[config.mk]
export PLATFORM = sky130hd
export DESIGN_NAME = tcp_option_order_extract_top
export DESIGN_NICKNAME = d
export VERILOG_FILES = /design/src/hdl/toe_pkg.sv /design/src/hdl/tcp_option_order_extract_top.sv /design/src/hdl/toe_front.sv /design/src/hdl/toe_queue.sv /design/src/hdl/toe_back.sv
export SDC_FILE = /design/constraint.sdc
export NUM_CORES = 1
export LEC_CHECK = 0
export CAP_MARGIN = 20
export CORE_UTILIZATION = 34
export CTS_CLUSTER_DIAMETER = 30
export CTS_CLUSTER_SIZE = 12
export DETAILED_ROUTE_END_ITERATION = 8
export DONT_BUFFER_PORTS = 1
export PLACE_DENSITY = 0.5
export SLEW_MARGIN = 20
export SYNTH_ARGS = -nofsm -noshare
export SYNTH_HDL_FRONTEND = slang
export SYNTH_SLANG_ARGS = --single-unit
[constraint.sdc]
create_clock -name i_clk -period 2.95 [get_ports i_clk]
set_input_delay 0.59 -clock i_clk [delete_from_list [all_inputs] [get_ports i_clk]]
set_output_delay 0.59 -clock i_clk [all_outputs]
set_load 0.02 [all_outputs]
[src/hdl/toe_pkg.sv]
// Shared types, constants and helpers for the TCP option order extractor.
`timescale 1ns / 1ps

package toe_pkg;

    // Letter capacity per options area; the 4-bit count limits it to 15.
    localparam int ORDER_CAPACITY = 15;
    localparam logic [3:0] LETTER_CAP =
        (ORDER_CAPACITY < 15) ? 4'(ORDER_CAPACITY) : 4'd15;

    // Queue between parser and emitter.
    localparam int QUEUE_DEPTH = 4;
    localparam int QUEUE_AW    = $clog2(QUEUE_DEPTH);

    // TCP option kinds
    localparam logic [7:0] KIND_EOL  = 8'd0;
    localparam logic [7:0] KIND_NOP  = 8'd1;
    localparam logic [7:0] KIND_MSS  = 8'd2;
    localparam logic [7:0] KIND_WS   = 8'd3;
    localparam logic [7:0] KIND_SACK = 8'd4;
    localparam logic [7:0] KIND_TS   = 8'd8;
    localparam logic [7:0] MIN_LEN   = 8'd2;

    // ASCII letters
    localparam logic [6:0] CH_M    = 7'h4D;
    localparam logic [6:0] CH_W    = 7'h57;
    localparam logic [6:0] CH_S    = 7'h53;
    localparam logic [6:0] CH_T    = 7'h54;
    localparam logic [6:0] CH_N    = 7'h4E;
    localparam logic [6:0] CH_E    = 7'h45;
    localparam logic [6:0] CH_NONE = 7'h00;

    // Parser phase, one-hot
    typedef enum logic [2:0] {
        PH_KIND = 3'b001,
        PH_LEN  = 3'b010,
        PH_BODY = 3'b100
    } t_phase;

    // One queued work entry: an optional letter and an optional closing count.
    typedef struct packed {
        logic       letter_vld;
        logic [6:0] letter;
        logic       done;
        logic [3:0] count;
    } t_entry;

    function automatic logic [6:0] kind_letter(input logic [7:0] kind);
        logic [6:0] l;
        unique case (kind)
            KIND_MSS:  l = CH_M;
            KIND_WS:   l = CH_W;
            KIND_SACK: l = CH_S;
            KIND_TS:   l = CH_T;
            default:   l = CH_NONE;
        endcase
        return l;
    endfunction

endpackage

[src/hdl/tcp_option_order_extract_top.sv]
// Top level of the TCP option order extractor.
// Path: an accepted byte's entry is written into the queue, then loaded into the emitter output
//   register once it is at the queue head and that register is free; a letter plus count gives two results.
// Throughput: one option byte per cycle; input stalls only when the 4-entry queue fills,
//   under m_axis_tready backpressure or runs of final bytes giving a letter and the count.
// Reset: i_rst_n synchronous, active low; parser returns to the kind phase, queue and
//   output register empty. The parser also clears itself after each final byte.
`timescale 1ns / 1ps

module tcp_option_order_extract_top (
    input  logic        i_clk,
    input  logic        i_rst_n,
    input  logic        s_axis_tvalid,
    output logic        s_axis_tready,
    input  logic [7:0]  s_axis_tdata,   // [7:0] option_byte
    input  logic        s_axis_tlast,   // final_byte
    output logic        m_axis_tvalid,
    input  logic        m_axis_tready,
    output logic [15:0] m_axis_tdata,   // [6:0] letter, [10:7] letter_count, rest zero
    output logic        m_axis_tuser,   // letter_valid
    output logic        m_axis_tlast    // done_res
);
    import toe_pkg::*;

    t_entry     push_entry, head_entry;
    logic       push, pop, q_full, q_empty, accept;
    logic [6:0] letter;
    logic [3:0] count;

    // Input is taken whenever the queue has room; the parser never waits.
    assign s_axis_tready = !q_full;
    assign accept        = s_axis_tvalid && s_axis_tready;

    toe_front u_front (
        .i_clk    (i_clk),
        .i_rst_n  (i_rst_n),
        .i_accept (accept),
        .i_byte   (s_axis_tdata),
        .i_final  (s_axis_tlast),
        .o_push   (push),
        .o_entry  (push_entry)
    );

    toe_queue u_queue (
        .i_clk   (i_clk),
        .i_rst_n (i_rst_n),
        .i_push  (push),
        .i_entry (push_entry),
        .i_pop   (pop),
        .o_full  (q_full),
        .o_empty (q_empty),
        .o_head  (head_entry)
    );

    // Emitter splits an entry carrying both a letter and the count into two items.
    toe_back u_back (
        .i_clk          (i_clk),
        .i_rst_n        (i_rst_n),
        .i_empty        (q_empty),
        .i_head         (head_entry),
        .o_pop          (pop),
        .o_valid        (m_axis_tvalid),
        .i_ready        (m_axis_tready),
        .o_letter       (letter),
        .o_letter_valid (m_axis_tuser),
        .o_count        (count),
        .o_done         (m_axis_tlast)
    );

    assign m_axis_tdata = {5'b0, count, letter};

endmodule

[src/hdl/toe_front.sv]
// Option parser: walks kind/length bytes and queues letter and count work.
`timescale 1ns / 1ps

module toe_front (
    input  logic            i_clk,
    input  logic            i_rst_n,
    input  logic            i_accept,
    input  logic [7:0]      i_byte,
    input  logic            i_final,
    output logic            o_push,
    output toe_pkg::t_entry o_entry
);
    import toe_pkg::*;

    t_phase     r_phase, n_phase;
    logic [7:0] r_skip, n_skip;
    logic [6:0] r_pend, n_pend;
    logic [3:0] r_cnt, n_cnt;
    logic       r_stop, n_stop;

    logic       emit;
    logic [6:0] emit_letter;
    logic [7:0] skip_dec;

    assign skip_dec = r_skip - 8'd1;

    always_comb begin
        n_phase     = r_phase;
        n_skip      = r_skip;
        n_pend      = r_pend;
        n_cnt       = r_cnt;
        n_stop      = r_stop;
        emit        = 1'b0;
        emit_letter = CH_NONE;
        if (r_stop || (r_cnt >= LETTER_CAP)) begin
            n_stop = 1'b1;
        end else begin
            unique case (r_phase)
                PH_KIND: begin
                    if (i_byte == KIND_EOL) begin
                        emit        = 1'b1;
                        emit_letter = CH_E;
                        n_stop      = 1'b1;
                    end else if (i_byte == KIND_NOP) begin
                        emit        = 1'b1;
                        emit_letter = CH_N;
                    end else begin
                        n_pend  = kind_letter(i_byte);
                        n_phase = PH_LEN;
                    end
                end
                PH_LEN: begin
                    if (i_byte < MIN_LEN) begin
                        n_stop = 1'b1;
                    end else begin
                        n_skip = i_byte - MIN_LEN;
                        if (i_byte == MIN_LEN) begin
                            emit        = (r_pend != CH_NONE);
                            emit_letter = r_pend;
                            n_phase     = PH_KIND;
                        end else begin
                            n_phase = PH_BODY;
                        end
                    end
                end
                PH_BODY: begin
                    n_skip = skip_dec;
                    if (skip_dec == 8'd0) begin
                        emit        = (r_pend != CH_NONE);
                        emit_letter = r_pend;
                        n_phase     = PH_KIND;
                    end
                end
                default: n_phase = PH_KIND;
            endcase
        end
        if (emit) begin
            n_cnt = r_cnt + 4'd1;
            if (n_cnt >= LETTER_CAP) begin
                n_stop = 1'b1;
            end
        end
    end

    assign o_push             = i_accept && (emit || i_final);
    assign o_entry.letter_vld = emit;
    assign o_entry.letter     = emit_letter;
    assign o_entry.done       = i_final;
    assign o_entry.count      = n_cnt;

    always_ff @(posedge i_clk) begin
        if (!i_rst_n) begin
            r_phase <= PH_KIND;
            r_skip  <= '0;
            r_pend  <= CH_NONE;
            r_cnt   <= '0;
            r_stop  <= 1'b0;
        end else if (i_accept) begin
            if (i_final) begin
                r_phase <= PH_KIND;
                r_skip  <= '0;
                r_pend  <= CH_NONE;
                r_cnt   <= '0;
                r_stop  <= 1'b0;
            end else begin
                r_phase <= n_phase;
                r_skip  <= n_skip;
                r_pend  <= n_pend;
                r_cnt   <= n_cnt;
                r_stop  <= n_stop;
            end
        end
    end

endmodule

[src/hdl/toe_queue.sv]
// Short register queue of parser work entries.
`timescale 1ns / 1ps

module toe_queue (
    input  logic            i_clk,
    input  logic            i_rst_n,
    input  logic            i_push,
    input  toe_pkg::t_entry i_entry,
    input  logic            i_pop,
    output logic            o_full,
    output logic            o_empty,
    output toe_pkg::t_entry o_head
);
    import toe_pkg::*;

    t_entry              r_mem [QUEUE_DEPTH];
    logic [QUEUE_AW-1:0] r_wr, r_rd;
    logic [QUEUE_AW:0]   r_cnt, n_cnt;

    assign o_full  = (r_cnt == (QUEUE_AW + 1)'(QUEUE_DEPTH));
    assign o_empty = (r_cnt == '0);
    assign o_head  = r_mem[r_rd];

    always_comb begin
        n_cnt = r_cnt;
        if (i_push && !i_pop) begin
            n_cnt = r_cnt + 1'b1;
        end else if (!i_push && i_pop) begin
            n_cnt = r_cnt - 1'b1;
        end
    end

    always_ff @(posedge i_clk) begin
        if (i_push) begin
            r_mem[r_wr] <= i_entry;
        end
    end

    always_ff @(posedge i_clk) begin
        if (!i_rst_n) begin
            r_wr  <= '0;
            r_rd  <= '0;
            r_cnt <= '0;
        end else begin
            if (i_push) begin
                r_wr <= r_wr + 1'b1;
            end
            if (i_pop) begin
                r_rd <= r_rd + 1'b1;
            end
            r_cnt <= n_cnt;
        end
    end

    a_no_overflow: assert property (@(posedge i_clk) disable iff (!i_rst_n)
        o_full |-> !i_push)
        else $error("queue push while full");

    a_no_underflow: assert property (@(posedge i_clk) disable iff (!i_rst_n)
        o_empty |-> !i_pop)
        else $error("queue pop while empty");

    a_count_track: assert property (@(posedge i_clk) disable iff (!i_rst_n)
        (i_push && !i_pop) |=> (r_cnt == $past(r_cnt) + 1'b1))
        else $error("queue fill count out of step");

endmodule

[src/hdl/toe_back.sv]
// Result emitter: turns queued entries into letter and count results.
`timescale 1ns / 1ps

module toe_back (
    input  logic            i_clk,
    input  logic            i_rst_n,
    input  logic            i_empty,
    input  toe_pkg::t_entry i_head,
    output logic            o_pop,
    output logic            o_valid,
    input  logic            i_ready,
    output logic [6:0]      o_letter,
    output logic            o_letter_valid,
    output logic [3:0]      o_count,
    output logic            o_done
);
    import toe_pkg::*;

    logic       r_sub;      // letter of head entry already sent
    logic       r_valid;
    logic [6:0] r_letter;
    logic       r_lv;
    logic [3:0] r_count;
    logic       r_done;

    logic load, send_letter;

    assign load        = !i_empty && (!r_valid || i_ready);
    assign send_letter = i_head.letter_vld && !r_sub;
    assign o_pop       = load && !(send_letter && i_head.done);

    always_ff @(posedge i_clk) begin
        if (!i_rst_n) begin
            r_valid <= 1'b0;
            r_sub   <= 1'b0;
        end else begin
            if (load) begin
                r_valid <= 1'b1;
                r_sub   <= send_letter && i_head.done;
            end else if (i_ready) begin
                r_valid <= 1'b0;
            end
        end
    end

    always_ff @(posedge i_clk) begin
        if (load) begin
            if (send_letter) begin
                r_letter <= i_head.letter;
                r_lv     <= 1'b1;
                r_count  <= '0;
                r_done   <= 1'b0;
            end else begin
                r_letter <= CH_NONE;
                r_lv     <= 1'b0;
                r_count  <= i_head.count;
                r_done   <= 1'b1;
            end
        end
    end

    assign o_valid        = r_valid;
    assign o_letter       = r_letter;
    assign o_letter_valid = r_lv;
    assign o_count        = r_count;
    assign o_done         = r_done;

    a_sub_has_head: assert property (@(posedge i_clk) disable iff (!i_rst_n)
        r_sub |-> (!i_empty && i_head.done && i_head.letter_vld))
        else $error("split entry lost from queue head");

    a_sub_after_letter: assert property (@(posedge i_clk) disable iff (!i_rst_n)
        $rose(r_sub) |-> (r_valid && r_lv))
        else $error("split entry without its letter result");

    a_letter_xor_done: assert property (@(posedge i_clk) disable iff (!i_rst_n)
        r_valid |-> (r_lv != r_done))
        else $error("result is neither letter nor count");

endmodule
-- After elaboration in Yosys (flattened, before gate mapping)
Memories as Yosys holds them, arrays and structs flattened. A register that Yosys moved wholly into a read port is not among the register bits.
Cells that the tools add are included.
- register bits after elaboration: 45
- bits in writable memories: 52
- input port bits: 13
- output and inout bits: 20
- word-level logic and storage cells: 121
- memories: 1
- memories (name ; words ; bits a word ; read ports ; clocked after memory_dff ; wr ports ; RTL line ; source):
    u_queue.r_mem ; 4 ; 13 ; 1 ; 1 ; 1 ; toe_queue.sv:16 ; t_entry r_mem [QUEUE_DEPTH];
- add/subtract/negate cells: 7
- magnitude comparators: 3
- equality and inequality tests: 16
- muxes and demuxes: 51
- reduce and logical (&&, ||, !) cells: 29
- operator list (cell ; count):
    $mux 7 ; 11
    $pmux 7 s4 ; 1
    $mux 3 ; 9
    $mux 8 ; 3
    $pmux 7 s3 ; 1
    $mux 1 ; 18
    $eq 8x2->1 const B ; 2
    $logic_not 8->1 ; 2
    $pmux 8 s2 ; 1
    $ne 3x3->1 const B ; 3
    $pmux 3 s3 ; 1
    $eq 8x1->1 const B ; 1
    $eq 8x3->1 const B ; 1
    $eq 8x4->1 const B ; 1
    $ge 4x4->1 const B ; 2
    $logic_and 1x1->1 ; 8
    $lt 8x2->1 const B ; 1
    $mux 4 ; 2
    $sub 8x1->8 const B ; 1
    $sub 8x2->8 const B ; 1
    $logic_not 1->1 ; 7
    $reduce_bool 7->1 ; 1
    $eq 3x3->1 const B ; 2
    $ne 2x2->1 const B ; 3
    17 further kinds ; 23

-- Depth between registers and ports, before layout
Gate-level depths: netlist of the first run.
- depth in word-level cells: 11
- gate-level depth with buffers: 13
- depth with buffers taken out: 13

-- By module
A second synthesis of the first run with hierarchy kept.
- cells, all modules: 404
- area, all modules: 4818.4 µm²
- modules (own cells, without submodules) (module ; instances ; cells an instance ; area each (µm²) ; sequential area each (µm²)):
    toe_queue ; 1 ; 110 ; 2327.2 ; 1741.7
    toe_front ; 1 ; 250 ; 1828.0 ; 440.4
    toe_back ; 1 ; 36 ; 611.8 ; 430.4
    tcp_option_order_extract_top ; 1 ; 8 ; 51.3 ; 0.0

-- Least setup slack after synthesis of the first run
No wires, ideal clock.
- path type: register to register
- from: register u_front.r_skip[0]
- to: register u_queue.r_cnt[2]
- setup time: 0.076 ns
- arrival time: 2.893 ns
- required time: 2.874 ns
- path slack: -0.018 ns
- stages on the path, launching flop included: 14
- buffers on the path: 0
- clock period less this slack: 2.968 ns
- cell sequence: dfxtp_1 -> inv_1 -> ha_1 -> nor3b_2 -> and3b_1 -> nor4b_4 -> o211ai_2 -> a21oi_2 -> ha_1 -> inv_1 -> fa_1 -> xor2_1 -> or3_1 -> a21boi_0
- word-level cells in the longest chain between the ends: 10
- elaborated cells on any way between the ends: 12
- those cells by class: 1 x add/sub; 4 x mux; 7 x reduce/logical
- ends and longest elaborated chain (what ; RTL line ; source):
    start: declaration ; toe_front.sv:16 ; logic [7:0] r_skip, n_skip;
    start signal: assignment ; toe_front.sv:107 ; r_skip <= n_skip;
    $sub 8x1->8 * ; toe_front.sv:25 ; assign skip_dec = r_skip - 8'd1;
    $logic_not 8->1 * ; toe_front.sv:68 ; if (skip_dec == 8'd0) begin
    $mux 1 * ; toe_front.sv:68 ;
    $pmux 1 s3 * ; toe_front.sv:38 ; unique case (r_phase)
    $mux 1 * ; toe_front.sv:35 ; if (r_stop || (r_cnt >= LETTER_CAP)) begin
    $logic_or 1x1->1 * ; toe_front.sv:85 ; assign o_push = i_accept && (emit || i_final);
    $logic_and 1x1->1 * ; toe_front.sv:85 ;
    named net push ; tcp_option_order_extract_top.sv:26 ; logic push, pop, q_full, q_empty, accept;
    $logic_not 1->1 ; toe_queue.sv:28 ; end else if (!i_push && i_pop) begin
    $logic_and 1x1->1 ; toe_queue.sv:28 ;
    $reduce_bool 2->1 (no line) ; n/a ;
    end signal: assignment ; toe_queue.sv:51 ; r_cnt <= n_cnt;
    end: declaration ; toe_queue.sv:18 ; logic [QUEUE_AW:0] r_cnt, n_cnt;
Mark *: on every way through the listed nets, which the timed path passes. The rest lies on a longest branch.
A chain may end at the register's enable or synchronous reset.

-- Final worst setup path of the first run
Ends and elaborated chain as after synthesis.

==> results of run 1 <==
## per-stage QoR
| step | util [%] | setup WS, ns | cells |
|---|---|---|---|
| 2_1_floorplan | - | 0.0301 | 399 |
| 3_3_place_gp | 37.3 | 0.0843 | 574 |
| 3_5_place_dp | 37.3 | -0.0251 | 574 |
| 4_1_cts | 39.9 | 0.000415 | 591 |
| 5_1_grt | 40.2 | -0.0580 | 595 |
| 6_report | 40.2 | 0.111 | 595 |
## state kept, by name (all words and copies together), names as in the netlist, named ones only
register               flops
u_back.o_count             4
u_back.o_done              1
u_back.o_letter            6
u_back.o_letter_valid      1
u_back.o_valid             1
u_back.r_sub               1
u_front.r_cnt              4
u_front.r_pend             6
u_front.r_phase            3
u_front.r_skip             8
u_front.r_stop             1
u_queue.r_cnt              3
u_queue.r_mem             48
u_queue.r_rd               2
u_queue.r_wr               2
## final timing paths
check                                    endpoint              start  slack (ns)  cells past startpoint
worst max-delay path             u_queue.r_cnt[2]  u_front.r_skip[0]        0.11                     13
worst min-delay path            u_front.r_pend[2]    s_axis_tdata[2]        0.35                      1
worst min register to register  u_front.r_pend[6]  u_front.r_pend[6]        0.48                      2
worst max register to register   u_queue.r_cnt[2]  u_front.r_skip[0]        0.11                     13
## cells by family (layout without fill, tap and decap cells)
| kind of cell | count (synthesis) | count (layout) | synth area share, % |
|---|---|---|---|
| other cells | 1 | 6 | 0.0805 |
| xor+xnor | 17 | 17 | 3.19 |
| compound gates | 74 | 74 | 11.6 |
| fa+ha+maj | 11 | 11 | 3.11 |
| mux | 16 | 16 | 6.66 |
| buf+inv | 43 | 63 | 4.43 |
| flops | 93 | 93 | 52.8 |
| simple gates | 139 | 139 | 18.1 |
## cell usage in the layout, fill, tap and decap left out, drive strengths merged, types with 14 or more instances in the layout
master  synthesis  layout
and2           14      14
buf            17      32
nor2           24      24
nor2b          16      16
nand2          21      21
inv            15      16
edfxtp         60      60
dfxtp          33      33
a21oi          17      17
## layout make-up
type | instances | area share (%)
Sequential cell | 93 | 46.1
Multi-Input combinational cell | 263 | 38.3
Timing Repair Buffer | 32 | 4.49
Clock buffer | 10 | 4.28
Tap cell | 176 | 4.12
Clock inverter | 6 | 1.61
Inverter | 15 | 1.05
## power breakdown
| group | switching, mW | internal [mW] | total, mW | leakage (nW) |
|---|---|---|---|---|
| Clock | 0.488 | 0.743 | 1.23 | 0.154 |
| Combinational | 0.443 | 0.397 | 0.840 | 0.887 |
| Sequential | 0.210 | 1.61 | 1.82 | 0.858 |
| Total | 1.14 | 2.75 | 3.89 | 1.90 |
## repair_timing
item / 4_1_cts / 5_1_grt
pin swaps: 2 / 5
cloned: 0 / 0
endpoints found under the setup margin: 1 / 1
resized for setup: 3 / 8
buffers inserted: 1 / 4
## routing by layer
metal  wire length, um  vias up
met5                 0        -
met4               138        0
met3               301       13
met2              4750       53
met1              4440     1467
li1                  -     1492
==> results.py, run 1 <==
metrics = {
    "setup_path": {
        "slowest_stage": "dfxtp_2",
        "slowest_delay_ns": 0.34,
        "critPathTopFamily": "simple AND/OR/NAND/NOR gates",
        "crit_buf_inv": 2,
        "startpoint_type": "flip-flop",
        "crit_arrival_ns": 3.12,
        "critPathMaxFanout": 3,
        "crit_chain": "inv_1, ha_2, nor3b_4, and3b_2, nor4b_4, o211ai_2, a21oi_4, ha_2, inv_1, fa_2, xor2_1, or3_1, a21boi_1",
        "endpoint_kind": "flip-flop",
        "crit_required_ns": 3.23,
        "path_class": "reg -> reg",
    },
    "die": {
        "num_rows": 42,
        "ioPinCount": 33,
        "die_w_um": 119,
        "die-area_sq_um": 14200,
        "start_util_pct": 35.1,
        "fp.dieH_um": 119,
        "core_sq_um": 13300,
    },
    "route": {
        "drc": 0,
        "vias": 3025,
        "ant_nets": 0,
        "avgRoutedWirePerCell_um": 16.2,
        "drt_iter0_drc": 163,
        "firstDrtPassIters": 4,
        "drt_wl_total_um": 9620,
        "viasPerCell": 5.08,
    },
    "cts": {
        "clk_path_buf_depth": 2,
        "insertion_delay_ns": 0.34,
        "postCtsHoldBufs": 0,
        "cts_root_buf": "clkbuf_16",
        "numClockSinks": 93,
        "clk_pin_slew_ns": 0.07,
        "htree_levels": 3,
        "numCtsBuffers": 9,
        "tritoncts": "yes",
    },
    "global_route": {
        "grt_use_total_pct": 14.7,
        "busiest_layer": "met2",
        "grt_pass1_vias": 3051,
        "grt_pass1_wl_um": 15900,
        "grt_max_degree": 41,
        "globalRouteMet1Util_pct": 18.2,
        "antenna_found_initial": 0,
        "overflow": 0,
        "met3_usage_pct": 3.59,
        "use_met2_pct": 24.7,
    },
    "pwr": {
        "p_per_area_nw_per_um2": 728,
        "vdd_ir_drop_max_uv": 256,
        "p_total_mw": 3.89,
        "p_leak_nw": 1.90,
    },
    "synthesis": {
        "ys.flop_type": "edfxtp_1",
        "yosysWarnings": 0,
        "yosys.cell_count.top_type": "edfxtp_1",
        "syn_area_sq_um": 4660,
        "yosysTopAreaCell": "edfxtp_1",
        "ys_ff_latch": 93,
        "synth_edf_count": 60,
        "yosys-top-cells-area": "edfxtp_1 39%, dfxtp_1 14%, mux4_2 5.8%, ha_1 2.7%, nor2b_1 2.1%",
        "synth.avg_cell_area_sq_um": 11.8,
        "syn_inst": 394,
        "synthTopCellsByCount": "60 x edfxtp_1, 33 x dfxtp_1, 24 x nor2_1, 21 x nand2_1, 16 x nor2b_1",
        "synth_top_area_share_pct": 38.7,
        "ys_seq_area_share_pct": 52.8,
        "netlist-cell-type-count": 68,
        "async_flop_share_pct": 0,
    },
    "sta": {
        "setup_tns_ns": 0,
        "whs_ns": 0.346,
        "finClkSkew_ns": 0.00842,
        "tightest_slew_ns": 0.734,
        "relSlewSlack_pct": 50.5,
        "setup_violations": 0,
        "post-route-period-util_pct": 96.2,
        "post-route-min-period_ns": 2.84,
        "finalHoldViolCount": 0,
        "rsz0062_at_grt": "yes",
        "slew_viol_final": 0,
        "fmax_mhz": 352,
    },
    "run": {
        "cap_viol_max_count": 0,
    },
    "hold_path": {
        "hp-class": "in -> reg",
    },
    "placed_design": {
        "port_buffers": 0,
        "place_area_sq_um": 4960,
        "gp_congestion": 0.808,
        "hpwl_um": 6830,
    },
    "final_layout": {
        "nets": 438,
        "drive_gt1_share_pct": 21.2,
        "final-seq-area_sq_um": 2460,
        "multi_input_area_sq_um": 2050,
        "final_cell_area_sq_um": 5350,
        "area_growth_pct": 14.7,
        "nFillCells": 1267,
        "n_antenna_cell": 0,
    },
    "status": {
        "status": "completed",
    },
}
No activity file was read; power rests on OpenSTA's default activity.
==> inputs of run 2 (changes only) <==
--- a/config.mk
+++ b/config.mk
@@ -13,4 +13,5 @@
 export DONT_BUFFER_PORTS = 1
 export PLACE_DENSITY = 0.5
+export SETUP_SLACK_MARGIN = 0.2
 export SLEW_MARGIN = 20
 export SYNTH_ARGS = -nofsm -noshare
==> constraint.sdc (replaced) <==
create_clock -name i_clk -period 2.95 [get_ports i_clk]
set_input_delay 0.59 -clock i_clk [delete_from_list [all_inputs] [get_ports i_clk]]
set_output_delay 0.59 -clock i_clk [all_outputs]
set_load 0.1 [all_outputs]
==> run 2 against run 1 <==
Final cell count shrank 1.2%; non-clock buffer count fell by 7; global-route usage fell by 0.21 points; combinational power up 11%.
==> results.py, run 2 (same netlist as run 1, synthesis figures left out) <==
metrics = {
    "pwr": {
        "seq_power_share_pct": 52.3,
        "p_leak_nw": 1.87,
        "p_sw_mw": 1.75,
        "sw_frac_of_total_pct": 39.2,
        "p_per_area_nw_per_um2": 840,
        "p_clk_share_pct": 26.7,
        "p_total_mw": 4.45,
        "intPower_mw": 2.71,
        "vdd_ir_drop_max_uv": 241,
        "power.share.combinational_pct": 21.0,
    },
    "hold_path": {
        "min_from": "s_axis_tdata[2]",
        "min_to": "u_front.r_pend[2]",
        "hold_path_depth": 1,
        "hp-class": "in -> reg",
    },
    "placed_design": {
        "port_buffers": 0,
        "gp_congestion": 0.816,
        "hpwl_um": 6770,
        "dp.cells": 568,
        "dpl_worst_slack_ns": 0.0472,
    },
    "final_layout": {
        "nets": 431,
        "fin_cells": 588,
        "final_common_cell": "edfxtp_1",
        "largest_reg_flops": 48,
        "largest-register": "u_queue.r_mem",
        "largest_registers": "u_queue.r_mem x48, u_front.r_skip x8",
        "layout.cells.most_common_list": "60 x edfxtp_1, 30 x dfxtp_1, 25 x buf_4",
        "n_antenna_cell": 0,
        "drive_gt1_share_pct": 20.4,
        "area_growth_pct": 13.7,
    },
    "sta": {
        "setup_violations": 0,
        "finalHoldViolCount": 0,
        "relSlewSlack_pct": 34.4,
        "finClkSkew_ns": 0.00573,
        "rsz0062_at_grt": "yes",
        "post-route-period-util_pct": 94.7,
        "setup_ws_ns": 0.157,
        "slew_viol_final": 0,
        "post-route-min-period_ns": 2.79,
        "setup_tns_ns": 0,
        "fmax_mhz": 358,
        "tightest_slew_ns": 0.984,
        "whs_ns": 0.339,
    },
    "route": {
        "drt_wl_total_um": 9510,
        "firstDrtPassIters": 4,
        "vias": 3012,
        "drc": 0,
        "avgRoutedWirePerCell_um": 16.2,
        "drt_iter0_drc": 161,
        "viasPerCell": 5.12,
        "ant_nets": 0,
    },
    "setup_path": {
        "r2r_start": "u_front.r_skip[1]",
        "endpoint_kind": "flip-flop",
        "critPathMaxFanout": 4,
        "r2r_slack_ns": 0.16,
        "crit_required_ns": 3.23,
        "path_class": "reg -> reg",
        "startpoint_type": "flip-flop",
        "regToRegEndpoint": "u_queue.r_cnt[2]",
        "crit_arrival_ns": 3.07,
        "reg2reg_depth": 13,
    },
    "cts": {
        "postCtsHoldBufs": 0,
        "numCtsBuffers": 9,
        "insertion_delay_ns": 0.35,
        "htree_levels": 3,
        "tritoncts": "yes",
        "numClockSinks": 93,
        "cts_root_buf": "clkbuf_16",
        "clk_path_buf_depth": 2,
        "clk_pin_slew_ns": 0.06,
    },
    "die": {
        "ioPinCount": 33,
        "fp.dieH_um": 119,
        "core_sq_um": 13300,
        "die-area_sq_um": 14200,
        "start_util_pct": 35.1,
        "die_w_um": 119,
        "num_rows": 42,
    },
    "global_route": {
        "antenna_found_initial": 0,
        "grt_pass1_vias": 3103,
        "overflow": 0,
        "grt_max_degree": 41,
        "grt_pass1_wl_um": 15700,
        "grt_use_total_pct": 14.4,
    },
    "status": {
        "status": "completed",
    },
    "run": {
        "cap_viol_max_count": 0,
    },
}
run 2: area by class of cell:
cell class / instances / area (sq um)
clock inverters: 4 / 56.3
multi-input cells: 263 / 2060
flip-flops and latches: 93 / 2470
inverters: 15 / 56.3
well taps: 176 / 220
clock buffers: 12 / 256
fillers: 1278 / 7990
repair buffers: 25 / 188
run 2: worst max-delay path, cell delays in order (launching register included):
cell and delay (ns):
dfxtp_2 0.33, inv_1 0.09, ha_2 0.19, nor3b_4 0.26, a21boi_4 0.11, nor4b_4 0.29
o211ai_2 0.14, a21oi_4 0.16, ha_2 0.19, inv_1 0.05, fa_2 0.33, xor2_1 0.15
or3_1 0.31, a21boi_1 0.12
run 2: stage by stage:
stage               area [sq um]  util, %
global route                5300     39.9
CTS                         5280     39.7
global placement            4940     37.1
floorplan                   4710        -
detailed placement          4940     37.1
finish                      5300     39.9
run 2: how the worst max path moves through the flow:
stage                       from          endpoint  slack (ns)  cells past startpoint
2_1_floorplan  u_front.r_skip[0]  u_queue.r_cnt[2]        0.13                     13
3_3_place_gp   u_front.r_skip[0]  u_queue.r_cnt[2]        0.13                     13
3_5_place_dp   u_front.r_skip[0]  u_queue.r_cnt[2]        0.05                     13
4_1_cts        u_front.r_skip[0]  u_queue.r_cnt[2]        0.13                     13
5_1_grt        u_front.r_skip[1]  u_queue.r_cnt[2]       0.006                     13
6_report       u_front.r_skip[1]  u_queue.r_cnt[2]        0.16                     13
run 2: power groups by stage:
stage                     Sequential, mW  Combinational, mW  Clock, mW
after floorplan                     2.37              0.704          0
after global placement              2.35              0.927          0
after detailed placement            2.36              0.941          0
after CTS                           2.33              0.945       1.22
after global routing                2.35               1.03       1.27
final                               2.33              0.936       1.19
run 2: metal layers:
layer	share of wire, %	wire [um]	GRT usage [%]	vias to the layer above
met5	0	0	0	-
met4	1.4	134	4.98	0
met3	2.9	278	3.98	12
met2	51	4810	26.1	45
met1	45	4280	16.2	1477
li1	-	-	-	1478
run 2: repair_timing:
action	CTS	global route
gates resized for setup	1	3
gates cloned	0	0
setup endpoints to repair	1	18
pin swaps	3	2
setup buffers	3	1
==> inputs of run 3 (changes only) <==
CAP_MARGIN = 25   (was 20)
RECOVER_POWER = 50   (was unset)
REMOVE_ABC_BUFFERS = 1   (was unset)
==> run 3 against run 2 <==
Via count up 0.76%; maximum frequency is 1.4% lower; clock-buffer cell count did not move; final cell count increased by 2.6%; critical path depth stayed put; die area did not move; combinational power shrank 1%; critical path type unchanged; clock skew increased by 0.0021 ns; sequential cell count stayed put; setup slack lost 0.038 ns; largest power group unchanged; highest routed layer unchanged.
==> results.py, run 3 (same netlist as run 1, synthesis figures left out) <==
metrics = {
    "pwr": {
        "p_per_area_nw_per_um2": 821,
        "p_total_mw": 4.39,
        "sw_frac_of_total_pct": 39.5,
        "p_clk_share_pct": 25.9,
        "intPower_mw": 2.66,
        "p_sw_mw": 1.73,
        "p_leak_nw": 1.90,
        "vdd_ir_drop_max_uv": 288,
        "power.share.combinational_pct": 21.1,
        "seq_power_share_pct": 53.0,
    },
    "setup_path": {
        "crit_required_ns": 3.22,
        "path_class": "reg -> reg",
        "endpoint_kind": "flip-flop",
        "startpoint_type": "flip-flop",
        "crit_chain": "inv_2, ha_2, xor2_1, and4b_1, nor4b_4, o211ai_2, a21oi_2, ha_2, inv_2, fa_2, xor2_1, or3_1, a21boi_1",
        "critPathMaxFanout": 3,
        "slowest_stage": "dfxtp_2",
        "slowest_delay_ns": 0.36,
        "crit_arrival_ns": 3.10,
    },
    "die": {
        "start_util_pct": 35.1,
        "die-area_sq_um": 14200,
        "ioPinCount": 33,
        "core_sq_um": 13300,
        "num_rows": 42,
        "fp.dieH_um": 119,
        "die_w_um": 119,
    },
    "global_route": {
        "grt_pass1_vias": 3087,
        "antenna_found_initial": 0,
        "grt_pass1_wl_um": 15600,
        "overflow": 0,
        "grt_use_total_pct": 14.5,
        "grt_max_degree": 41,
    },
    "cts": {
        "cts_root_buf": "clkbuf_16",
        "htree_levels": 3,
        "clk_pin_slew_ns": 0.06,
        "insertion_delay_ns": 0.34,
        "clk_path_buf_depth": 2,
        "postCtsHoldBufs": 0,
        "numClockSinks": 93,
        "tritoncts": "yes",
        "numCtsBuffers": 9,
    },
    "sta": {
        "finalHoldViolCount": 0,
        "post-route-period-util_pct": 96.0,
        "tightest_slew_ns": 1.19,
        "slew_viol_final": 0,
        "relSlewSlack_pct": 20.5,
        "fmax_mhz": 353,
        "rsz0062_at_grt": "yes",
        "setup_violations": 0,
        "finClkSkew_ns": 0.00786,
        "post-route-min-period_ns": 2.83,
    },
    "final_layout": {
        "layout.cells.most_common_list": "60 x edfxtp_1, 34 x buf_4, 31 x dfxtp_1",
        "final_common_cell": "edfxtp_1",
        "largest-register": "u_queue.r_mem",
        "drive_gt1_share_pct": 21.5,
        "largest_reg_flops": 48,
        "final_cell_area_sq_um": 5350,
        "postLayoutCoreUtil_pct": 40.2,
        "nets": 446,
        "n_antenna_cell": 0,
        "area_growth_pct": 14.7,
        "largest_registers": "u_queue.r_mem x48, u_front.r_skip x8",
    },
    "hold_path": {
        "hp-class": "in -> reg",
    },
    "placed_design": {
        "place_area_sq_um": 5000,
        "hpwl_um": 6850,
        "gp_congestion": 0.816,
        "port_buffers": 0,
    },
    "route": {
        "firstDrtPassIters": 5,
        "ant_nets": 0,
        "avgRoutedWirePerCell_um": 15.9,
        "viasPerCell": 5.03,
        "vias": 3035,
        "drc": 0,
        "drt_wl_total_um": 9610,
        "drt_iter0_drc": 147,
    },
    "run": {
        "cap_viol_max_count": 0,
    },
    "status": {
        "status": "completed",
    },
}
run 3: cell count changes in the layout (fill, tap and decap cells not counted), sizes merged:
cell,change
buf,+10
clkbuf,+5
clkinv,-1
clkinvlp,+1
run 3: routing by layer:
metal | wire (um) | up-vias | share of wire [%] | track usage (%)
met2 | 4860 | 62 | 51 | 24.9
met5 | 0 | - | 0 | 0
met4 | 129 | 0 | 1.3 | 6.41
li1 | - | 1514 | - | -
met3 | 347 | 8 | 3.6 | 3.35
met1 | 4270 | 1451 | 44 | 17.3
run 3: power groups by stage:
stage	logic, mW	registers, mW	clock network [mW]
finish	0.927	2.33	1.14
global route	1.02	2.35	1.22
CTS	0.966	2.33	1.17
detailed placement	0.946	2.35	0
global placement	0.927	2.35	0
floorplan	0.622	2.40	0
run 3: final timing paths:
kind,from,cells after the start,end,slack [ns]
setup / recovery,u_front.r_skip[0],13,u_queue.r_cnt[2],0.12
hold / removal,s_axis_tdata[3],1,u_front.r_pend[0],0.34
setup reg to reg,u_front.r_skip[0],13,u_queue.r_cnt[2],0.12
hold reg to reg,u_front.r_pend[3],2,u_front.r_pend[3],0.48
run 3: repair_timing:
action,CTS,global route
setup endpoints to repair,13,2
pin swaps,4,3
hold endpoints to repair,0,0
resized for setup,9,3
buffers inserted,3,3
run 3: final cells by class:
class | count | area (sq um)
fillers | 1243 | 7950
well taps | 176 | 220
clock inverters | 4 | 51.3
flip-flops and latches | 93 | 2460
repair buffers | 40 | 287
inverters | 15 | 56.3
multi-input cells | 263 | 2030
clock buffers | 12 | 236
run 3: worst max-delay path, delay by kind of cell, from the launching register on:
family | cells | cell delay (ns)
flip-flops | 1 | 0.36
adder cells (fa/ha/maj) | 3 | 0.72
AND/OR/NAND/NOR | 3 | 0.87
AO/OA/AOI/OAI | 3 | 0.45
buffers and inverters | 2 | 0.08
XOR/XNOR | 2 | 0.29
run 3: per-stage QoR:
step	TNS, ns	setup slack (ns)	cells	hold slack, ns
floorplan	-0.139	-0.139	371	0.448
global placement	0	0.0728	581	0.475
detailed placement	-0.0820	-0.0820	581	0.479
CTS	0	0.0968	600	0.333
global route	-0.0145	-0.0145	603	0.331
finish	0	0.118	603	0.344
